<file path="src/hw/rtl/ptcg_pkg.sv">
// ----------------------------------------------------------------------------
// ptcg_pkg
// Shared widths, mapping constants and types for the tone generator.
// ----------------------------------------------------------------------------
package ptcg_pkg;

   localparam int unsigned SAMPLE_W              = 16;
   localparam int unsigned FREQ_W                = 16;
   localparam int unsigned HP_W                  = 12;
   localparam int unsigned HP_NUM_W              = 17;  // width of the tick rate
   localparam int unsigned DEN_W                 = 17;  // divisor width, 2*freq max
   localparam int unsigned DEFAULT_AVERAGE_DEPTH = 250;

   localparam logic [SAMPLE_W-1:0] LOW_KNEE        = 16'd53000;
   localparam logic [SAMPLE_W-1:0] TOP_CODE        = 16'd65535;
   localparam logic [FREQ_W-1:0]   LOW_BASE        = 16'd20;
   localparam logic [FREQ_W-1:0]   HIGH_BASE       = 16'd1000;
   // 0.01849056604 in 0.32 format
   localparam logic [26:0]         LOW_SLOPE_Q32   = 27'd79416376;
   // 3.909054647 in 2.32 format, split as integer part plus 0.32 fraction
   localparam logic [1:0]          HIGH_SLOPE_INT  = 2'd3;
   localparam logic [31:0]         HIGH_SLOPE_FRAC = 32'd3904359979;
   localparam logic [HP_NUM_W-1:0] TICK_RATE       = 17'd100000;
   localparam logic [HP_W-1:0]     HP_RESET        = 12'd2500;

   typedef struct packed {
      logic clearing;   // zeroing pass over the history still running
      logic sum_valid;  // running sum updated for the last sample
   } hist_status_type;

endpackage

</file>
<file path="src/hw/rtl/ptcg_hist.sv">
// ----------------------------------------------------------------------------
// ptcg_hist
// Sample history memory with running sum and write pointer.
// ----------------------------------------------------------------------------
module ptcg_hist import ptcg_pkg::*; #(
   parameter int unsigned AVERAGE_DEPTH = DEFAULT_AVERAGE_DEPTH
) (
   input  logic                                      clock,
   input  logic                                      reset,
   input  logic                                      take,
   input  logic [SAMPLE_W-1:0]                       sample_in,
   output hist_status_type                           status,
   output logic [SAMPLE_W+$clog2(AVERAGE_DEPTH)-1:0] sum
);

   localparam int unsigned SUM_W = SAMPLE_W + $clog2(AVERAGE_DEPTH);
   localparam int unsigned PW    = (AVERAGE_DEPTH > 1) ? $clog2(AVERAGE_DEPTH) : 1;
   localparam logic [PW-1:0] LAST = PW'(AVERAGE_DEPTH - 1);

   logic [SAMPLE_W-1:0] mem [AVERAGE_DEPTH];

   logic                clr_ff, clr_in;
   logic [PW-1:0]       clr_ptr_ff, clr_ptr_in;
   logic [PW-1:0]       wp_ff, wp_in;
   logic [SUM_W-1:0]    sum_ff, sum_in;
   logic                upd_ff;
   logic                sum_valid_ff;
   logic [SAMPLE_W-1:0] smp_ff;
   logic [SAMPLE_W-1:0] rd_ff;

   logic                mem_we;
   logic [PW-1:0]       mem_addr;
   logic [SAMPLE_W-1:0] mem_wdata;

   assign mem_we    = clr_ff | upd_ff;
   assign mem_addr  = clr_ff ? clr_ptr_ff : wp_ff;
   assign mem_wdata = clr_ff ? '0 : smp_ff;

   always_comb begin
      clr_in     = clr_ff;
      clr_ptr_in = clr_ptr_ff;
      wp_in      = wp_ff;
      sum_in     = sum_ff;
      if (clr_ff) begin
         clr_ptr_in = clr_ptr_ff + PW'(1);
         if (clr_ptr_ff == LAST) begin
            clr_in = 1'b0;
         end
      end
      if (upd_ff) begin
         sum_in = sum_ff - SUM_W'(rd_ff) + SUM_W'(smp_ff);
         wp_in  = (wp_ff == LAST) ? '0 : wp_ff + PW'(1);
      end
   end

   always_ff @(posedge clock) begin
      if (reset) begin
         clr_ff       <= 1'b1;
         clr_ptr_ff   <= '0;
         wp_ff        <= '0;
         sum_ff       <= '0;
         upd_ff       <= 1'b0;
         sum_valid_ff <= 1'b0;
      end else begin
         clr_ff       <= clr_in;
         clr_ptr_ff   <= clr_ptr_in;
         wp_ff        <= wp_in;
         sum_ff       <= sum_in;
         upd_ff       <= take;
         sum_valid_ff <= upd_ff;
      end
   end

   // oldest entry is read on take, replaced in the following cycle
   always_ff @(posedge clock) begin
      if (mem_we) begin
         mem[mem_addr] <= mem_wdata;
      end
      if (take) begin
         rd_ff  <= mem[wp_ff];
         smp_ff <= sample_in;
      end
   end

   assign status.clearing  = clr_ff;
   assign status.sum_valid = sum_valid_ff;
   assign sum              = sum_ff;

endmodule

</file>
<file path="config.mk">
export PLATFORM = sky130hd
export DESIGN_NAME = ptcg_hist
export DESIGN_NICKNAME = d
export VERILOG_FILES = /design/src/hw/rtl/ptcg_pkg.sv /design/src/hw/rtl/ptcg_hist.sv
export SDC_FILE = /design/constraint.sdc
export NUM_CORES = 2
export LEC_CHECK = 0
export BUFFER_PORTS_ARGS = -buffer_cell sky130_fd_sc_hd__clkbuf_2
export CAP_MARGIN = 20
export CORE_MARGIN = 2
export CORE_UTILIZATION = 55
export CTS_CLUSTER_SIZE = 20
export DETAILED_ROUTE_END_ITERATION = 10
export PLACE_DENSITY = 0.77
export SLEW_MARGIN = 10
export SYNTH_ARGS = -nofsm -noshare
export SYNTH_HDL_FRONTEND = slang
export SYNTH_SLANG_ARGS = --single-unit
export TNS_END_PERCENT = 20
</file>
<file path="constraint.sdc">
create_clock -name clock -period 17.85 [get_ports clock]
set_input_delay 0.8925 -clock clock [delete_from_list [all_inputs] [get_ports clock]]
set_output_delay 0.8925 -clock clock [all_outputs]
set_load 0.01 [all_outputs]
</file>
; Yosys cells after proc, flatten, opt, wreduce, memory -nomap -nowiden
; Memories as Yosys holds them, arrays and structs flattened. A register that Yosys moved wholly into a read port is not among the register bits.
; Index checks and enable logic that the tools add are counted.
[word_totals]
register_bits = 59
word_cells = 22
inputBits = 19
latch_bits = 0
romBits = 0
output_inout_bits = 26
n_memories = 1
ramBits = 4000
[op_classes]
n_bitwise = 1
n_reduce_logical = 0
div_mod_pow = 0
add_sub_neg = 4
eq_ne = 2
n_mul = 0
n_mux = 7
shifts = 0
n_lt_le_gt_ge = 0
[mem_list]
columns = memory, depth, word_bits, read_ports, rd_ports_with_merged_regs, wr, line_no
row1 = mem, 250, 16, 1, 1, 1, ptcg_hist.sv:20  ; logic [SAMPLE_W-1:0] mem [AVERAGE_DEPTH];
[ops]
columns = op, count
row1 = 24-bit by 16-bit adder with 24-bit output, 1
row2 = 24-bit by 16-bit subtractor with 24-bit output, 1
row3 = "8-bit by 1-bit adder with 8-bit output, second input constant", 2
row4 = "8-bit == test, second input constant", 2
row5 = 16-bit two-way mux, 1
row6 = 8-bit two-way mux, 2
row7 = 1-bit two-way mux, 4
row8 = 1-bit bitwise OR, 1

; Longest topological paths before layout
[depth]
ltp_word = 3
depth_mapped = 15
depth_no_buf = 12

; Worst setup path after synthesis
; No wires, ideal clock.
[synth_timing]
path_type = register to register
from = register clr_ff
to = memory mem[0][10], data pin
setup_ps = 1368
stages_incl_launch_ff = 6
path_buffers = 4
synth_period_minus_slack_ps = 8274
setup_slack_ps = 9576
arrival_ps = 6907
required_time_ps = 16482
cell_sequence = dfxtp_1 clkbuf_1 clkbuf_1 buf_1 buf_1 nor2_1
[synth_between]
elab_chain_cells = 1
[synth_rtl]
columns = item, line_no
row1 = start: declaration, ptcg_hist.sv:22  ; logic clr_ff, clr_in;
row2 = start signal: assignment, ptcg_hist.sv:65  ; clr_ff <= clr_in;
row3 = 16-bit two-way mux, ptcg_hist.sv:37  ; assign mem_wdata = clr_ff ? '0 : smp_ff;
row4 = net mem_wdata[10], ptcg_hist.sv:33  ; logic [SAMPLE_W-1:0] mem_wdata;
row5 = end: declaration, ptcg_hist.sv:20
; The timed path passes the listed nets, and every way through them passes these cells.

==> summary.txt <==
Outcome
  • Status: completed

CTS
  • Num CTS Buffers: 387
  • Worst skew pair latency: 0.93 ns
  • CTS resizes: 0
  • Sink Count: 4075
  • Root buffer cell: clkbuf_16
  • Max Root-Sink Buffers: 4
  • CTS tree: done
  • Hold buffer count at CTS: 0
  • CTS clk-pin slew, worst paths: 0.07 ns
  • Post-CTS setup buffer count: 0
  • H-tree depth: 5

Final layout
  • Commonest non-fill, non-tap cells in the layout: 4032 x edfxtp_1, 991 x mux4_2, 393 x clkbuf_16
  • Final Instance Count excl. Fillers: 11800
  • Final nets: 7766
  • Layout cell share with drive strength beyond 1: 0.261
  • Most common cell after layout, fill and taps aside: edfxtp_1
  • Area Overhead vs Synth: 11.7%
  • Final core utilization: 0.616

Yosys
  • Post-synth top flop: edfxtp_1
  • Asr flop ratio synth: 0
  • Cell taking the most area after synthesis: edfxtp_1
  • Register area share after synthesis: 0.769
  • Yosys top cell area share: 0.763
  • Ys Warns: 0
  • Mean area per synthesized cell: 21.8 um2
  • Post-synth EDFFs: 4032
  • Yosys cell types: 85
  • #FFs+latches synth: between 4000 and 5000
  • Synth top area cells: edfxtp_1 76%, mux4_2 14%, mux2i_1 1.8%
  • Syn Inst Count: 7267
  • Mapped Area: ~160000 um2
  • Syn Nets: between 7000 and 8000

Power
  • Leakage power: 0.0453 uW
  • Max rail drop VDD: 96.5 uV
  • Clock network power share: 0.417
  • Net switching power: between 4000 and 5000 uW
  • P_int: ~15000 uW
  • Sequential share of power: 0.540
  • Sw Ratio: 0.211
  • Comb pwr share: 0.042
  • Power Dens Cells: 109 nW/um2

Hold path
  • Min-Delay Path Class: input port to register

Timing
  • Period utilisation layout: 0.359
  • Fin. Hold Viols: 0
  • Min cycle time layout: 6.41 ns
  • Max Slew Vio Count: 0
  • Achievable frequency: between 150 and 200 MHz
  • Fin Hold WS: 0.147 ns
  • Setup violators final: 0
  • Worst slew pin tran: around 1.4 ns
  • Clock skew: 0.0561 ns
  • Max_slew headroom: 0.0438
  • Unrepaired setup endpoints after global routing: no
  • TNS Setup: 0 ns

Drt
  • DRC: 0
  • Total length of routed wires: between 400 and 500 mm
  • Via count: 82200
  • WL/cell: about 37 um
  • DRT antenna net count: 0
  • Drt pass-1 iters: 6
  • Via density: 6.97
  • 1st-iter DRT viols: about 15000

Worst setup path
  • Critical path type: register to register
  • Worst-path maximum fanout: 53
  • Worst path arrival time: around 7.2 ns
  • CP delay by family, top: compound AO/OA/AOI/OAI gates
  • Crit-path most repeated cell: buf_4
  • Critical Path Sink Type: register
  • Slowest-stage cell, CP: o21ai_0
  • Worst-path cell chain: buf_4 > buf_4 > buf_4 > nor2b_4 > buf_4 > a221oi_1 > a21oi_1 > o21ai_0 > a221oi_1 > a311oi_1 > a311o_1
  • Worst Path Required: between 15 and 20 ns
  • Buf+Inv Stages, Crit Path: 4
  • Max incr delay on CP: around 0.92 ns
  • CP Launch Type: register

Global route
  • Grt total ovfl: 0
  • Antenna violations before repair: 32
  • First-pass GRT wire length: between 600 and 700 mm
  • Vias in the first global route: 81100
  • GRT Util Overall: 0.299
  • Pin count of the biggest net entering global routing: 251

Placement
  • HPWL after DPL: ~240 mm
  • Cell count after placement: 11100
  • Gp weighted congestion: 0.906
  • I/O Buffers: 44

Floorplan
  • Num rows: just under 200
  • Die extent in y: 541 um
  • Die area: 293000 um2
  • Die W: about 540 um
  • Core box area: 287000 um2
  • Initial Utilization: 0.552
  • IO Pins: 45

Flow run
  • Max Cap Viol: 0
Yosys cell counts (26+ instances only):
cell,instances
edfxtp_1,4032
mux4_2,991
nor2_1,333
mux2i_1,280
nand2_1,217
a21oi_1,152
clkbuf_1,146
buf_2,98
o21ai_0,98
inv_1,83
a221oi_1,67
buf_6,54
buf_4,53
dfxtp_1,43
a22oi_1,42
buf_1,39
o22ai_1,36
o221ai_1,33
a211oi_1,28
ha_1,28
nand3_1,27
a21o_1,26
path summary, 6_finish.rpt:
path / start / end / slack (ns) / cells past startpoint
min reg2reg: sum[7] / sum[7] / 0.51 / 2
max reg2reg: wp_ff[1] / rd_ff[0] / 11.44 / 11
min: sample_in[9] / smp_ff[9] / 0.15 / 1
max: wp_ff[1] / rd_ff[0] / 11.44 / 11
cell families after synthesis:
group	count (synthesis)	synth area share
mux	1291	0.161
buf+inv	506	0.0186
flops	4075	0.769
compound gates	650	0.0282
xor+xnor	25	0.00138
fa+ha+maj	44	0.00423
simple gates	676	0.0178
routing by layer:
layer,track usage,vias up,part of all wire
met1,0.392,42400,0.33
li1,-,31400,-
met3,0.0917,1344,0.15
met5,0,-,0.00065
met2,0.449,7070,0.46
met4,0.165,37,0.062
state kept, by name, indices dropped and copies added (netlist names), 8 cells and up:
name / cells
wp_ff: 8
sum: 24
clr_ptr_ff: 8
smp_ff: 16
mem: 4000
rd_ff: 16
layout make-up:
cell class | instances | area (um2)
inverter | 87 | 339
sequential | 4075 | 122000
antenna | 16 | 40.0
multi-input combinational | 2686 | 34000
tap | 3781 | 4730
clock inverter | 221 | 2040
fill | 18500 | 110000
timing repair buffer | 466 | 3840
clock buffer | 471 | 10200
metrics by stage:
| stage | total power [uW] | setup WS (ns) | instance area (um2) |
|---|---|---|---|
| final | 19300 | 11.44 | 177000 |
| after detailed placement | 11400 | 11.77 | 165000 |
| after global placement | 11400 | 11.67 | 164000 |
| after floorplan | 11200 | 9.58 | 159000 |
| after CTS | 19300 | 11.72 | 177000 |
| after global routing | 19700 | 11.39 | 177000 |
power groups by stage:
| stage | sequential (uW) | combinational [uW] | clock (uW) |
|---|---|---|---|
| global placement | 10600 | 795 | 0 |
| floorplan | 10600 | 624 | 0 |
| global route | 10400 | 878 | 8410 |
| finish | 10400 | 820 | 8050 |
| CTS | 10400 | 813 | 8080 |
| detailed placement | 10600 | 806 | 0 |
Note: power is estimated with default switching activity, not from simulation.
