===== config.mk =====
export PLATFORM = sky130hd
export DESIGN_NAME = ptcg_freq_map
export DESIGN_NICKNAME = d
export VERILOG_FILES = /design/src/hw/rtl/ptcg_pkg.sv /design/src/hw/rtl/ptcg_freq_map.sv
export SDC_FILE = /design/constraint.sdc
export NUM_CORES = 1
export LEC_CHECK = 0
export BUFFER_PORTS_ARGS = -buffer_cell sky130_fd_sc_hd__buf_2
export CAP_MARGIN = 5
export CORE_MARGIN = 8
export CORE_UTILIZATION = 60
export CTS_CLUSTER_DIAMETER = 100
export DETAILED_ROUTE_END_ITERATION = 8
export GPL_TIMING_DRIVEN = 0
export HOLD_SLACK_MARGIN = 0.15
export PLACE_DENSITY = 0.77
export SETUP_SLACK_MARGIN = 0.4
export SYNTH_ARGS = -nofsm -noshare
export SYNTH_HDL_FRONTEND = slang
export SYNTH_SLANG_ARGS = --single-unit
export TNS_END_PERCENT = 50

===== constraint.sdc =====
create_clock -name clock -period 9.04 [get_ports clock]
set_clock_uncertainty 0.15 [all_clocks]
set_input_delay 0.452 -clock clock [delete_from_list [all_inputs] [get_ports clock]]
set_output_delay 0.452 -clock clock [all_outputs]
set_load 0.02 [all_outputs]

===== src/hw/rtl/ptcg_pkg.sv =====
// ----------------------------------------------------------------------------
// ptcg_pkg
// Shared widths, mapping constants and types for the tone generator.
// ----------------------------------------------------------------------------
package ptcg_pkg;

   localparam int unsigned SAMPLE_W              = 16;
   localparam int unsigned FREQ_W                = 16;
   localparam int unsigned HP_W                  = 12;
   localparam int unsigned HP_NUM_W              = 17;  // width of the tick rate
   localparam int unsigned DEN_W                 = 17;  // divisor width, 2*freq max
   localparam int unsigned DEFAULT_AVERAGE_DEPTH = 250;

   localparam logic [SAMPLE_W-1:0] LOW_KNEE        = 16'd53000;
   localparam logic [SAMPLE_W-1:0] TOP_CODE        = 16'd65535;
   localparam logic [FREQ_W-1:0]   LOW_BASE        = 16'd20;
   localparam logic [FREQ_W-1:0]   HIGH_BASE       = 16'd1000;
   // 0.01849056604 in 0.32 format
   localparam logic [26:0]         LOW_SLOPE_Q32   = 27'd79416376;
   // 3.909054647 in 2.32 format, split as integer part plus 0.32 fraction
   localparam logic [1:0]          HIGH_SLOPE_INT  = 2'd3;
   localparam logic [31:0]         HIGH_SLOPE_FRAC = 32'd3904359979;
   localparam logic [HP_NUM_W-1:0] TICK_RATE       = 17'd100000;
   localparam logic [HP_W-1:0]     HP_RESET        = 12'd2500;

   typedef struct packed {
      logic clearing;   // zeroing pass over the history still running
      logic sum_valid;  // running sum updated for the last sample
   } hist_status_type;

endpackage


===== src/hw/rtl/ptcg_freq_map.sv =====
// ----------------------------------------------------------------------------
// ptcg_freq_map
// Two-stage piecewise linear map from average reading to tone frequency.
// ----------------------------------------------------------------------------
module ptcg_freq_map import ptcg_pkg::*; (
   input  logic                clock,
   input  logic                reset,
   input  logic                start,
   input  logic [SAMPLE_W-1:0] avg,
   input  logic [FREQ_W-1:0]   freq_hold,
   output logic                done,
   output logic [FREQ_W-1:0]   freq
);

   localparam logic [1:0] SEG_KEEP = 2'd0;
   localparam logic [1:0] SEG_LOW  = 2'd1;
   localparam logic [1:0] SEG_HIGH = 2'd2;

   logic [SAMPLE_W-1:0] knee_dist;
   logic [42:0]         lo_prod;
   logic [45:0]         hi_prod;
   logic [1:0]          seg;

   logic                v1_ff;
   logic                done_ff;
   logic [1:0]          seg_ff;
   logic [10:0]         lo_ff;
   logic [13:0]         hi_ff;
   logic [13:0]         dist_ff;
   logic [FREQ_W-1:0]   freq_ff, freq_in;
   logic [FREQ_W-1:0]   dist_x3;

   assign knee_dist = avg - LOW_KNEE;
   assign lo_prod   = 43'(avg) * 43'(LOW_SLOPE_Q32);
   assign hi_prod   = 46'(knee_dist[13:0]) * 46'(HIGH_SLOPE_FRAC);

   always_comb begin
      if (avg != '0 && avg < LOW_KNEE) begin
         seg = SEG_LOW;
      end else if (avg > LOW_KNEE && avg < TOP_CODE) begin
         seg = SEG_HIGH;
      end else begin
         seg = SEG_KEEP;
      end
   end

   // integer part of the upper slope is 3
   assign dist_x3 = (FREQ_W'(dist_ff) << 1) + FREQ_W'(dist_ff) * FREQ_W'(HIGH_SLOPE_INT - 2'd2);

   always_comb begin
      case (seg_ff)
         SEG_LOW:  freq_in = LOW_BASE + FREQ_W'(lo_ff);
         SEG_HIGH: freq_in = HIGH_BASE + dist_x3 + FREQ_W'(hi_ff);
         default:  freq_in = freq_hold;
      endcase
   end

   always_ff @(posedge clock) begin
      if (reset) begin
         v1_ff   <= 1'b0;
         done_ff <= 1'b0;
      end else begin
         v1_ff   <= start;
         done_ff <= v1_ff;
      end
   end

   always_ff @(posedge clock) begin
      if (start) begin
         seg_ff  <= seg;
         lo_ff   <= lo_prod[42:32];
         hi_ff   <= hi_prod[45:32];
         dist_ff <= knee_dist[13:0];
      end
      if (v1_ff) begin
         freq_ff <= freq_in;
      end
   end

   assign done = done_ff;
   assign freq = freq_ff;

endmodule


======== After elaboration in Yosys (flattened, before gate mapping) ========
Cells that the tools add are included.
storage, ports and cells
  register bits ........................... 59
  bits of input ports ..................... 35
  output and inout bits ................... 17
  logic and storage cells ................. 24
operators by class
  add/subtract/negate cells ............... 5
  multipliers ............................. 2
  $lt $le $gt $ge ......................... 3
  equality and inequality tests ........... 2
  mux-type cells .......................... 2
  reduce and logical (&&, ||, !) cells .... 3
operators with widths
  cell                                                  number
  multiplier 14 x 32 -> 46 bit (second input constant)  1
  multiplier 16 x 24 -> 40 bit (second input constant)  1
  less-than comparator 16 bit (second input constant)   2
  one-hot mux 16 bit (2 select lines)                   1
  adder 10 x 16 -> 16 bit (first input constant)        1
  adder 15 x 14 -> 16 bit                               1
  adder 16 x 14 -> 16 bit                               1
  > comparator 16 bit (second input constant)           1
  nonzero test 16 bit                                   1
  subtractor 14 x 12 -> 14 bit (second input constant)  1
  adder 5 x 11 -> 12 bit (first input constant)         1
  equality test 2 x 1 -> 1 bit (second input constant)  1
  equality test 2 bit (second input constant)           1
  logical AND 1 bit                                     2
  two-way mux 2 bit                                     1

======== Logic depth before layout (Yosys ltp) ========
  depth in word-level cells ............... 4
  depth in mapped cells ................... 30
  mapped depth without buffers ............ 30

======== Worst setup path before layout ========
Ideal clock, no wire load.
  path kind ............................... input to register
  start point ............................. input port avg[4]
  end point ............................... register hi_ff[7], data pin
  setup time .............................. 258 ps
  arrival ................................. 7252 ps
  data required time ...................... 8632 ps
  path slack .............................. 1381 ps
  cell stages on the path ................. 29
  buffers on the path ..................... 0
  path through ............................ inv_1 > ha_1 > a21boi_1 > nand2_1 > and3_1 > xnor2_2 > inv_1 > nor2_2 > nor2_1 > ha_1 > or2_2 > fa_1 > inv_1 > fa_1 > fa_1 > inv_1 > fa_1 > inv_1 > fa_1 > inv_1 > ha_1 > a21oi_1 > nand2_1 > a221o_1 > a211oi_4 > a21oi_2 > a211o_2 > a21oi_2 > xnor2_1
on the way
  cells in the longest elaborated chain, start to end .. 2
RTL lines
  element                       line                 source
  start, declared               ptcg_freq_map.sv:9   input logic [SAMPLE_W-1:0] avg,
  subtractor 14 x 12 -> 14 bit  ptcg_freq_map.sv:33  assign knee_dist = avg - LOW_KNEE;
  net knee_dist[12]             ptcg_freq_map.sv:19  logic [SAMPLE_W-1:0] knee_dist;
  multiplier 14 x 32 -> 46 bit  ptcg_freq_map.sv:35  assign hi_prod = 46'(knee_dist[13:0]) * 46'(HIGH_SLOPE_FRAC);
  net hi_prod[39]               ptcg_freq_map.sv:21  logic [45:0] hi_prod;
  end signal, assigned          ptcg_freq_map.sv:72  hi_ff <= hi_prod[45:32];
  end, declared                 ptcg_freq_map.sv:28  logic [13:0] hi_ff;
The timed path passes the listed nets, and every way through them passes these cells.
A chain may end at the register's enable or synchronous reset.

======== Worst setup path after layout ========
  start point ............................. input port avg[4]
  end point ............................... register hi_ff[10], data pin
Same word-level chain as after synthesis.

==> impl_metrics.py <==
metrics = {
    "finish": {
        "syn_to_final_growth_pct": 6.991,
        "diodes": 0,
        "seq_area_mm2": 0.001752,
        "stdcell_area_mm2": 0.01798,
        "nets": 2398,
        "fillers": 2146,
        "multi_input_area_mm2": 0.01326,
        "layout-drive-gt1-share": 0.06213,
    },
    "setup_path": {
        "critPathArrivalTime_ns": 8.23,
        "cpMaxStageDelayCell": "fa_1",
        "slowest_delay_ns": 0.56,
        "crit_path_max_fanout": 12,
        "crit_path_end_kind": "flop",
        "cp-start-kind": "input pin",
        "cpMostUsedCell": "inv_1",
        "crit_type": "in2reg",
        "crit_required_ns": 8.96,
    },
    "timing": {
        "hold_viol_final": 0,
        "slew_headroom": 0.09852,
        "fmax_ghz": 0.1204,
        "fin_crit_sh": 0.9185,
        "slew_violations": 0,
        "fin_setup_tns_ns": 0,
        "final-setup-viol-count": 0,
        "tightest_slew_ns": 1.343,
        "rsz0062_at_grt": "false",
        "layout_setup_ws_ns": 0.7366,
        "whs_ns": 0.2479,
        "min_period_ns": 8.303,
    },
    "global_routing": {
        "use_met2": 0.4151,
        "met3_usage": 0.04966,
        "grt_usage": 0.2457,
        "grt_overflow": 0,
        "first_global_vias": 12560,
        "grt_max_degree": 43,
        "grt_pass1_wl_um": 64390,
        "antenna_found_initial": 0,
        "grt.busiest_layer": "met2",
        "met1_usage": 0.3130,
    },
    "detailed_routing": {
        "drt.antenna.violating_nets": 0,
        "drt_iter0_markers": 559,
        "vias_per_cell": 5.504,
        "wire_per_inst_um": 18.57,
        "wirelength_um": 38700,
        "dr.pass1.iters": 5,
        "drc_errors": 0,
        "dr_total_vias": 11470,
    },
    "floorplanning": {
        "die-area_mm2": 0.03362,
        "initial_utilization": 0.6066,
        "rows": 61,
        "dieWidth_um": 183.4,
        "die_h_um": 183.4,
        "io_pins": 52,
        "core_mm2": 0.02771,
    },
    "yosys": {
        "synthCells": 1635,
        "async_flop_share": 0,
        "synth_edf_count": 57,
        "synth_area_mm2": 0.01680,
        "synth_cell_type_count": 71,
        "syn-num-nets": 2332,
        "synth_ff_type": "edfxtp_1",
        "ys_seq_area_frac": 0.1042,
        "syn_area_per_cell_um2": 10.28,
        "yosys_warnings": 0,
        "yosys_register_bits": 59,
    },
    "clocking": {
        "clkTransAtPathRegs_ns": 0.05,
        "htreeDepth": 3,
        "cts_made_buffers": 9,
        "clock_latency_ns": 0.33,
        "clockBufferDepth": 2,
        "clock-root-buffer": "clkbuf_16",
        "cts_tree": "yes",
        "clkSinkCount": 59,
    },
    "placement": {
        "placed_area_mm2": 0.01753,
        "pre_cts_ws_ns": -0.5209,
        "port_buffers": 51,
        "post-dp-hpwl_um": 33530,
        "place.gp.congestion": 0.9696,
    },
    "hold_path": {
        "min_path_type": "in2reg",
    },
    "run": {
        "cap_violations": 0,
    },
    "outcome": {
        "status": "completed",
    },
}
-- metrics by stage --
| step | cells | util |
|---|---|---|
| floorplan | 1635 | - |
| global placement | 2064 | 0.6328 |
| detailed placement | 2064 | 0.6328 |
| CTS | 2083 | 0.6477 |
| global route | 2084 | 0.6490 |
| finish | 2084 | 0.6490 |
-- what timing repair did --
item / in CTS / in global routing
gates resized for setup: 7 / 5
setup buffers: 2 / 1
hold buffers: 1 / 0
pin swaps: 1 / 1
setup endpoints to repair: 14 / 9
endpoints found under the hold margin: 2 / 0
-- Yosys cell counts, types with 13 or more instances --
cell	n	area [µm²]
fa_1	300	6006
o21ai_0	34	170.2
nand2_1	49	183.9
ha_1	362	4529
a21oi_1	57	285.3
inv_1	488	1832
nand3_1	13	65.06
nor2_1	34	127.6
xor2_1	16	140.1
a21o_1	19	142.6
nor3_1	16	80.08
xnor2_1	37	324.1
edfxtp_1	57	1712
-- registers in the layout (all words and copies together), names as in the netlist --
signal and flops:
dist_ff 14, v1_ff 1, lo_ff 11, freq 16
done 1, seg_ff 2, hi_ff 14
-- critical path: cells and delay by family --
kind / cells / cell delay (ns)
fa+ha+maj: 8 / 3.46
simple gates: 9 / 1.81
compound gates: 4 / 1.15
buf+inv: 7 / 0.83
xor+xnor: 2 / 0.48
-- cell usage in the layout, fill, tap and decap left out, drive strengths merged, types with 35 or more instances in the layout --
master / Yosys / final
ha: 362 / 362
a21oi: 62 / 62
buf: 1 / 55
nand2: 49 / 49
nor2: 35 / 35
edfxtp: 57 / 57
xnor2: 38 / 38
o21ai: 38 / 38
inv: 488 / 488
fa: 300 / 300
-- logic make-up after synthesis --
kind of cell	share of synthesized area
buf+inv	0.1101
flops	0.1042
compound gates	0.07870
fa+ha+maj	0.6269
mux	0.001266
simple gates	0.05018
xor+xnor	0.02859
-- routing by layer --
| metal | share of wire | vias up |
|---|---|---|
| li1 | - | 5325 |
| met1 | 0.42 | 5695 |
| met2 | 0.48 | 360 |
| met3 | 0.068 | 91 |
| met4 | 0.034 | 0 |
| met5 | 0 | - |
-- final timing paths --
| path | startpoint | to | slack (ns) | depth (start not counted) |
|---|---|---|---|---|
| setup reg to reg | dist_ff[1] | freq[15] | 5.21 | 11 |
| hold reg to reg | lo_ff[1] | freq[1] | 0.50 | 2 |
| setup / recovery | avg[4] | hi_ff[10] | 0.74 | 30 |
| hold / removal | freq_hold[14] | freq[14] | 0.25 | 3 |
-- final cells by class --
type | count | share of cell area
Buffer | 5 | 0.001044
Clock inverter | 7 | 0.006959
Tap cell | 378 | 0.02630
Timing Repair Buffer | 55 | 0.01628
Inverter | 488 | 0.1021
Sequential cell | 59 | 0.09743
Multi-Input combinational cell | 1083 | 0.7374
Clock buffer | 9 | 0.01253
Power is not shown: default switching activity piles up to over one toggle a cycle in this logic, so the estimate is an artifact.
