==> src/hw/rtl/ptcg_pkg.sv <==
// ----------------------------------------------------------------------------
// ptcg_pkg
// Shared widths, mapping constants and types for the tone generator.
// ----------------------------------------------------------------------------
package ptcg_pkg;

   localparam int unsigned SAMPLE_W              = 16;
   localparam int unsigned FREQ_W                = 16;
   localparam int unsigned HP_W                  = 12;
   localparam int unsigned HP_NUM_W              = 17;  // width of the tick rate
   localparam int unsigned DEN_W                 = 17;  // divisor width, 2*freq max
   localparam int unsigned DEFAULT_AVERAGE_DEPTH = 250;

   localparam logic [SAMPLE_W-1:0] LOW_KNEE        = 16'd53000;
   localparam logic [SAMPLE_W-1:0] TOP_CODE        = 16'd65535;
   localparam logic [FREQ_W-1:0]   LOW_BASE        = 16'd20;
   localparam logic [FREQ_W-1:0]   HIGH_BASE       = 16'd1000;
   // 0.01849056604 in 0.32 format
   localparam logic [26:0]         LOW_SLOPE_Q32   = 27'd79416376;
   // 3.909054647 in 2.32 format, split as integer part plus 0.32 fraction
   localparam logic [1:0]          HIGH_SLOPE_INT  = 2'd3;
   localparam logic [31:0]         HIGH_SLOPE_FRAC = 32'd3904359979;
   localparam logic [HP_NUM_W-1:0] TICK_RATE       = 17'd100000;
   localparam logic [HP_W-1:0]     HP_RESET        = 12'd2500;

   typedef struct packed {
      logic clearing;   // zeroing pass over the history still running
      logic sum_valid;  // running sum updated for the last sample
   } hist_status_type;

endpackage

==> src/hw/rtl/ptcg_div.sv <==
// ----------------------------------------------------------------------------
// ptcg_div
// Restoring divider, one quotient bit per cycle.
// ----------------------------------------------------------------------------
module ptcg_div import ptcg_pkg::*; #(
   parameter int unsigned NUM_W = 24
) (
   input  logic                         clock,
   input  logic                         reset,
   input  logic                         start,
   input  logic [NUM_W-1:0]             num,    // left aligned dividend
   input  logic [DEN_W-1:0]             den,
   input  logic [$clog2(NUM_W+1)-1:0]   iters,  // dividend bits to process
   output logic                         done,
   output logic [NUM_W-1:0]             quo     // quotient in the low iters bits
);

   localparam int unsigned CNT_W = $clog2(NUM_W + 1);

   logic             busy_ff, busy_in;
   logic             done_ff, done_in;
   logic [CNT_W-1:0] cnt_ff, cnt_in;
   logic [NUM_W-1:0] q_ff;
   logic [DEN_W-1:0] rem_ff;
   logic [DEN_W-1:0] den_ff;

   logic [DEN_W:0]   rem_sh;
   logic [DEN_W:0]   rem_sub;
   logic             fits;

   assign rem_sh  = {rem_ff, q_ff[NUM_W-1]};
   assign rem_sub = rem_sh - {1'b0, den_ff};
   assign fits    = (rem_sh >= {1'b0, den_ff});

   always_comb begin
      busy_in = busy_ff;
      done_in = 1'b0;
      cnt_in  = cnt_ff;
      if (start) begin
         busy_in = 1'b1;
         cnt_in  = iters;
      end else if (busy_ff) begin
         cnt_in = cnt_ff - CNT_W'(1);
         if (cnt_ff == CNT_W'(1)) begin
            busy_in = 1'b0;
            done_in = 1'b1;
         end
      end
   end

   always_ff @(posedge clock) begin
      if (reset) begin
         busy_ff <= 1'b0;
         done_ff <= 1'b0;
         cnt_ff  <= '0;
      end else begin
         busy_ff <= busy_in;
         done_ff <= done_in;
         cnt_ff  <= cnt_in;
      end
   end

   always_ff @(posedge clock) begin
      if (start) begin
         q_ff   <= num;
         rem_ff <= '0;
         den_ff <= den;
      end else if (busy_ff) begin
         q_ff   <= {q_ff[NUM_W-2:0], fits};
         rem_ff <= fits ? rem_sub[DEN_W-1:0] : rem_sh[DEN_W-1:0];
      end
   end

   assign done = done_ff;
   assign quo  = q_ff;

endmodule

==> config.mk <==
export PLATFORM = sky130hd
export DESIGN_NAME = ptcg_div
export DESIGN_NICKNAME = d
export VERILOG_FILES = /design/src/hw/rtl/ptcg_pkg.sv /design/src/hw/rtl/ptcg_div.sv
export SDC_FILE = /design/constraint.sdc
export NUM_CORES = 1
export LEC_CHECK = 0
export BUFFER_PORTS_ARGS = -buffer_cell sky130_fd_sc_hd__buf_2
export CAP_MARGIN = 20
export CORE_AREA = 4 4 84 86
export CTS_CLUSTER_SIZE = 24
export DETAILED_ROUTE_END_ITERATION = 10
export DIE_AREA = 0 0 88 90
export MAX_ROUTING_LAYER = met4
export PLACE_DENSITY = 0.79
export SYNTH_ARGS = -nofsm -noshare
export SYNTH_HDL_FRONTEND = slang
export SYNTH_SLANG_ARGS = --single-unit
==> constraint.sdc <==
create_clock -name clock -period 5.4 [get_ports clock]
set_input_delay 0.81 -clock clock [delete_from_list [all_inputs] [get_ports clock]]
set_output_delay 0.81 -clock clock [all_outputs]
set_load 0.01 [all_outputs]
# Word level (Yosys, flattened, before mapping)
# Cells that the tools add are included.
# word_totals
input_bits	49
word_cells	22
output_inout_bits	25
regBits	65
# op_classes
n_eq_ne	1
n_mux	9
magnitude_cmp	1
n_bitwise	1
reduce_logical	2
addsub	2
# ops
operator	n
$mux 24	2
$ge 18x17->1	1
$mux 17	1
$sub 17x17->17	1
$mux 5	2
$eq 5x1->1 const B	1
$sub 5x1->5 const B	1
$mux 1	4
$reduce_or 3->1	1
$reduce_bool 2->1	1
$not 1->1	1

# Longest topological paths before layout
# logic_depth
word_depth	4
ltp_mapped	11
mapped_depth_nobuf	10

# Worst setup path before layout
# No wires, ideal clock.
# synth_timing
path_type	register to register
startpoint	register q_ff[23] (netlist: quo[23])
endpoint	register q_ff[0] (netlist: quo[0]), data pin
synth_period_minus_slack_ns	2.561
slack_ns	2.839
arrival_ns	2.302
path_stages_with_launch	11
n_path_buf	1
setup_ns	0.260
required_time_ns	5.140
cell_sequence	edfxtp_1 -> inv_1 -> ha_1 -> inv_1 -> fa_1 -> a21oi_1 -> o211ai_2 -> a211oi_2 -> o221ai_2 -> buf_6 -> mux2_2
# synth_between
elab_chain_len	3
# synth_rtl
item	line_no	source
from (decl)	ptcg_div.sv:23	logic [NUM_W-1:0] q_ff;
from (signal assigned)	ptcg_div.sv:65	q_ff <= num;
from (signal assigned)	ptcg_div.sv:69	q_ff <= {q_ff[NUM_W-2:0], fits};
$ge 18x17->1	ptcg_div.sv:33	assign fits = (rem_sh >= {1'b0, den_ff});
$mux 24	ptcg_div.sv:68	end else if (busy_ff) begin
$mux 24	ptcg_div.sv:64	if (start) begin
# Every way passes these cells. The select of a mux whose other input is x is not followed.
# A chain may end at the register's enable or synchronous reset.

# Worst setup path in the final report
# layout_timing
startpoint	register q_ff[23] (netlist: quo[23])
endpoint	register rem_ff[4]
# layout_between
elab_chain_len	2
word_cells_on_any_way	3
classes_between	add/sub (1); order compare (1); mux (1)
# layout_rtl
item	line_no	source
$sub 17x17->17 or $ge 18x17->1 (tied branches)	ptcg_div.sv:32, ptcg_div.sv:33	
$mux 17 (*)	ptcg_div.sv:70	rem_ff <= fits ? rem_sub[DEN_W-1:0] : rem_sh[DEN_W-1:0];
to (signal assigned)	ptcg_div.sv:70	
to (decl)	ptcg_div.sv:24	logic [DEN_W-1:0] rem_ff;
# Mark *: on every way between the ends. The rest lies on a longest branch, timed or not.

==> key figures <==
Critical path
  – CP max FO: 20
  – CP Capture Type: register
  – Reg2Reg Depth: 10
  – Worst setup SP type: register
  – CP max stage delay: between 700 and 800 ps
  – Worst r2r src: quo[23]
  – Worst Setup EP: rem_ff[4]
  – Reg-to-reg endpoint: rem_ff[4]
  – FF-to-FF setup slack: 2300 ps
  – Worst Setup Path Type: reg -> reg
  – Crit-path cells: inv_1 -> ha_1 -> inv_1 -> fa_1 -> a21oi_1 -> o211ai_2 -> a211oi_2 -> o221a_1 -> nand2_1 -> a311oi_2
  – Worst path required time: ~5700 ps
  – Crit-path slowest cell: o221a_1
  – Worst EP arrival: ~3400 ps
  – Most used cell, CP: inv_1
  – Crit path from: quo[23]

Floorplanning
  – IO Pins: 74
  – Die Wd: 88 um
  – Die area: 7920 um^2
  – Starting Density: between 50% and 60%
  – Die H: ~90 um
  – Area of the core: about 6300 um^2
  – Num rows: 29

Outcome
  – Outcome: completed

Clock network
  – # H-tree levels: 3
  – Post-CTS resize count: 0
  – CTS tree: built
  – CTS Root Cell: clkbuf_8
  – CTS max path bufs: 2
  – Worst-path clk slew: ~70 ps
  – Hold-fix buffers at CTS: 0
  – Clock Sinks: 65
  – Num CTS Buffers: 9
  – Number of setup buffers added after CTS: 0
  – Worst-skew pair later-pin latency: 350 ps

Cells and area
  – Filler cell count: 523
  – Ant diodes: 0
  – Nets: between 400 and 500
  – Layout cell share with drive strength beyond 1: between 30% and 40%
  – Design area: 4160 um^2
  – Area added between synthesis and finish: 15.7%

Timing
  – RSZ-0062 raised after global routing: no
  – Post-route setup TNS: 0 ps
  – Final setup viols: 0
  – Final Critical Period: 3100 ps
  – Worst-Margin Slew: 1040 ps
  – Final hold viol count: 0
  – Achievable Freq: 322 MHz
  – Clock Skew: 8.97 ps
  – Slew Limit Headroom: 30.6%
  – WHS: between 400 and 500 ps
  – Slew Limit Fails: 0
  – Tcrit/Tclk final: a little under three fifths

Flow run
  – Max Cap Viol: 0

Yosys
  – Yosys warns: 0
  – Synth Area per Inst: roughly 11 um^2
  – Async SR Flop Fraction: 0%
  – Primary FF master, synth: edfxtp_1
  – Synth unique cells: 56
  – Syn Nets: around 400
  – Largest area contributor in the synthesized netlist: edfxtp_1
  – Post-synthesis cell count: around 340
  – Synth top area share: between 30% and 40%
  – Mapped cell area: 3590 um^2
  – Sequential fraction of the synthesis area: around 48%
  – EDFF count, synth: a little over 40
  – Synth Register Bits: 65
  – Top cells by area in the synthesized netlist: edfxtp_1 (34%), dfxtp_1 (13%), mux2_2 (7.5%), ha_1 (6.6%), inv_1 (3.2%)

Routing
  – Final wirelength: 8.25 mm
  – Routed wire per std cell: ~17 um
  – # DRC: 0
  – Via count: between 2000 and 3000
  – Initial DRC count: roughly 160
  – Final ANT Viol Nets: 0
  – Initial DRT Pass Iterations: 5
  – Vias per std cell: 5.78

Placed design
  – Port buffer count: 73
  – Placed inst area: 3970 um^2
  – HPWL Detailed: 5.95 mm
  – Routability congestion estimate: around 0.94

Global route
  – Largest net degree at the start of global routing: slightly above 60
  – Total GRT Usage: between 20 and 25%
  – Grt total ovfl: 0
  – First-pass GRT wire length: between 10 and 15 mm
  – Grt met2 use: between 30% and 40%
  – Most Crowded Layer GR: met2
  – Grt met3 use: between 4 and 5%
  – Vias in the first global route: 2880
  – Met1 usage: between 20% and 30%
  – Initial antenna violation count: 0

Power
  – Lkg Pwr: between 1.5 and 2 nW
  – Cell Pwr Density: 297 nW/um^2
  – Overall Power: 0.00123 W
  – VDD IR max: 0.235 mV

Hold path
  – Worst hold path class: reg -> reg
## cell usage in the layout, fill, tap and decap left out, types with 2 or more instances in the layout
cell type,synthesis,layout
buf_2,3,73
edfxtp_1,41,41
inv_1,31,31
nor2_1,26,26
nand2_1,25,25
mux2_2,24,24
dfxtp_1,24,24
a21oi_1,19,19
ha_1,19,19
nand3_1,16,16
xnor2_1,12,12
o21ai_0,12,12
clkbuf_8,0,9
nor3_1,5,5
a32oi_1,5,5
a31oi_1,4,4
xor2_1,4,4
a311oi_2,4,4
o21a_1,3,3
a211oi_1,3,3
nand2b_1,3,3
a211o_1,3,3
nand4_1,2,2
nor4b_1,2,2
nor2b_1,2,2
o31ai_1,2,2
o221ai_1,2,2
nor4_1,2,2
o311ai_1,2,2
mux2i_1,2,2
clkinv_2,0,2
clkbuf_1,9,2
## flip-flops by register name (all words and copies together) (netlist names)
signal	cells
rem_ff	17
busy_ff	1
quo	24
den_ff	17
done	1
cnt_ff	5
## stage by stage
stage          util [%]  setup WS, ps  instances
3_5_place_dp       63.3          2390        473
2_1_floorplan         -          2840        339
4_1_cts            66.3          2310        489
5_1_grt            66.3          2030        489
6_report           66.3          2300        489
3_3_place_gp       63.3          2490        473
## cell type report
cell class | count | area (um^2) | share of cell area (%)
timing repair buffer | 74 | 373 | 8.97
sequential | 65 | 1710 | 41.2
inverter | 31 | 116 | 2.80
tap | 77 | 96.3 | 2.32
clock buffer | 11 | 131 | 3.16
clock inverter | 5 | 56.3 | 1.35
multi-input combinational | 226 | 1670 | 40.3
## where the power goes
group          total [W]  switching (W)  internal, W
logic           0.000228       0.000129    0.0000986
registers       0.000598      0.0000244     0.000573
clock network   0.000408       0.000196     0.000213
total            0.00123       0.000349     0.000885
## kinds of logic after synthesis
family | after synthesis | share of synthesized area [%]
flops | 65 | 47.6
compound gates | 78 | 16.4
simple gates | 86 | 11.0
fa+ha+maj | 20 | 7.17
xor+xnor | 16 | 3.90
mux | 26 | 8.08
buf+inv | 48 | 5.78
## synth_stat cells, types with 3 or more instances
master,count
a211o_1,3
a211oi_1,3
a21oi_1,19
a311oi_2,4
a31oi_1,4
a32oi_1,5
buf_2,3
buf_6,3
clkbuf_1,9
dfxtp_1,24
edfxtp_1,41
ha_1,19
inv_1,31
mux2_2,24
nand2_1,25
nand2b_1,3
nand3_1,16
nor2_1,26
nor3_1,5
o21a_1,3
o21ai_0,12
xnor2_1,12
xor2_1,4
## routing by layer
metal  wire length (um)  vias up  part of all wire (%)
li1                   -     1383                     -
met1               3420     1329                    41
met2               4140       85                    50
met3                399       27                   4.8
met4                292        0                   3.5
met5                  0        -                     0
## critical path: cells and delay by family, from the launching register on
kind	cells	cell delay, ps
adder cells (fa/ha/maj)	2	550
flip-flops	1	420
AND/OR/NAND/NOR	1	150
AO/OA/AOI/OAI	5	1750
buffers and inverters	2	130
## how the worst min path moves through the flow
stage                           from          to  slack [ps]  depth (start not counted)
after detailed placement  rem_ff[16]  rem_ff[16]         470                          2
after global placement    rem_ff[16]  rem_ff[16]         460                          2
final                     rem_ff[16]  rem_ff[16]         500                          2
after CTS                 rem_ff[16]  rem_ff[16]         490                          2
after global routing      rem_ff[16]  rem_ff[16]         540                          2
after floorplan           rem_ff[16]  rem_ff[16]         440                          2
(Power assumes the default switching activity.)
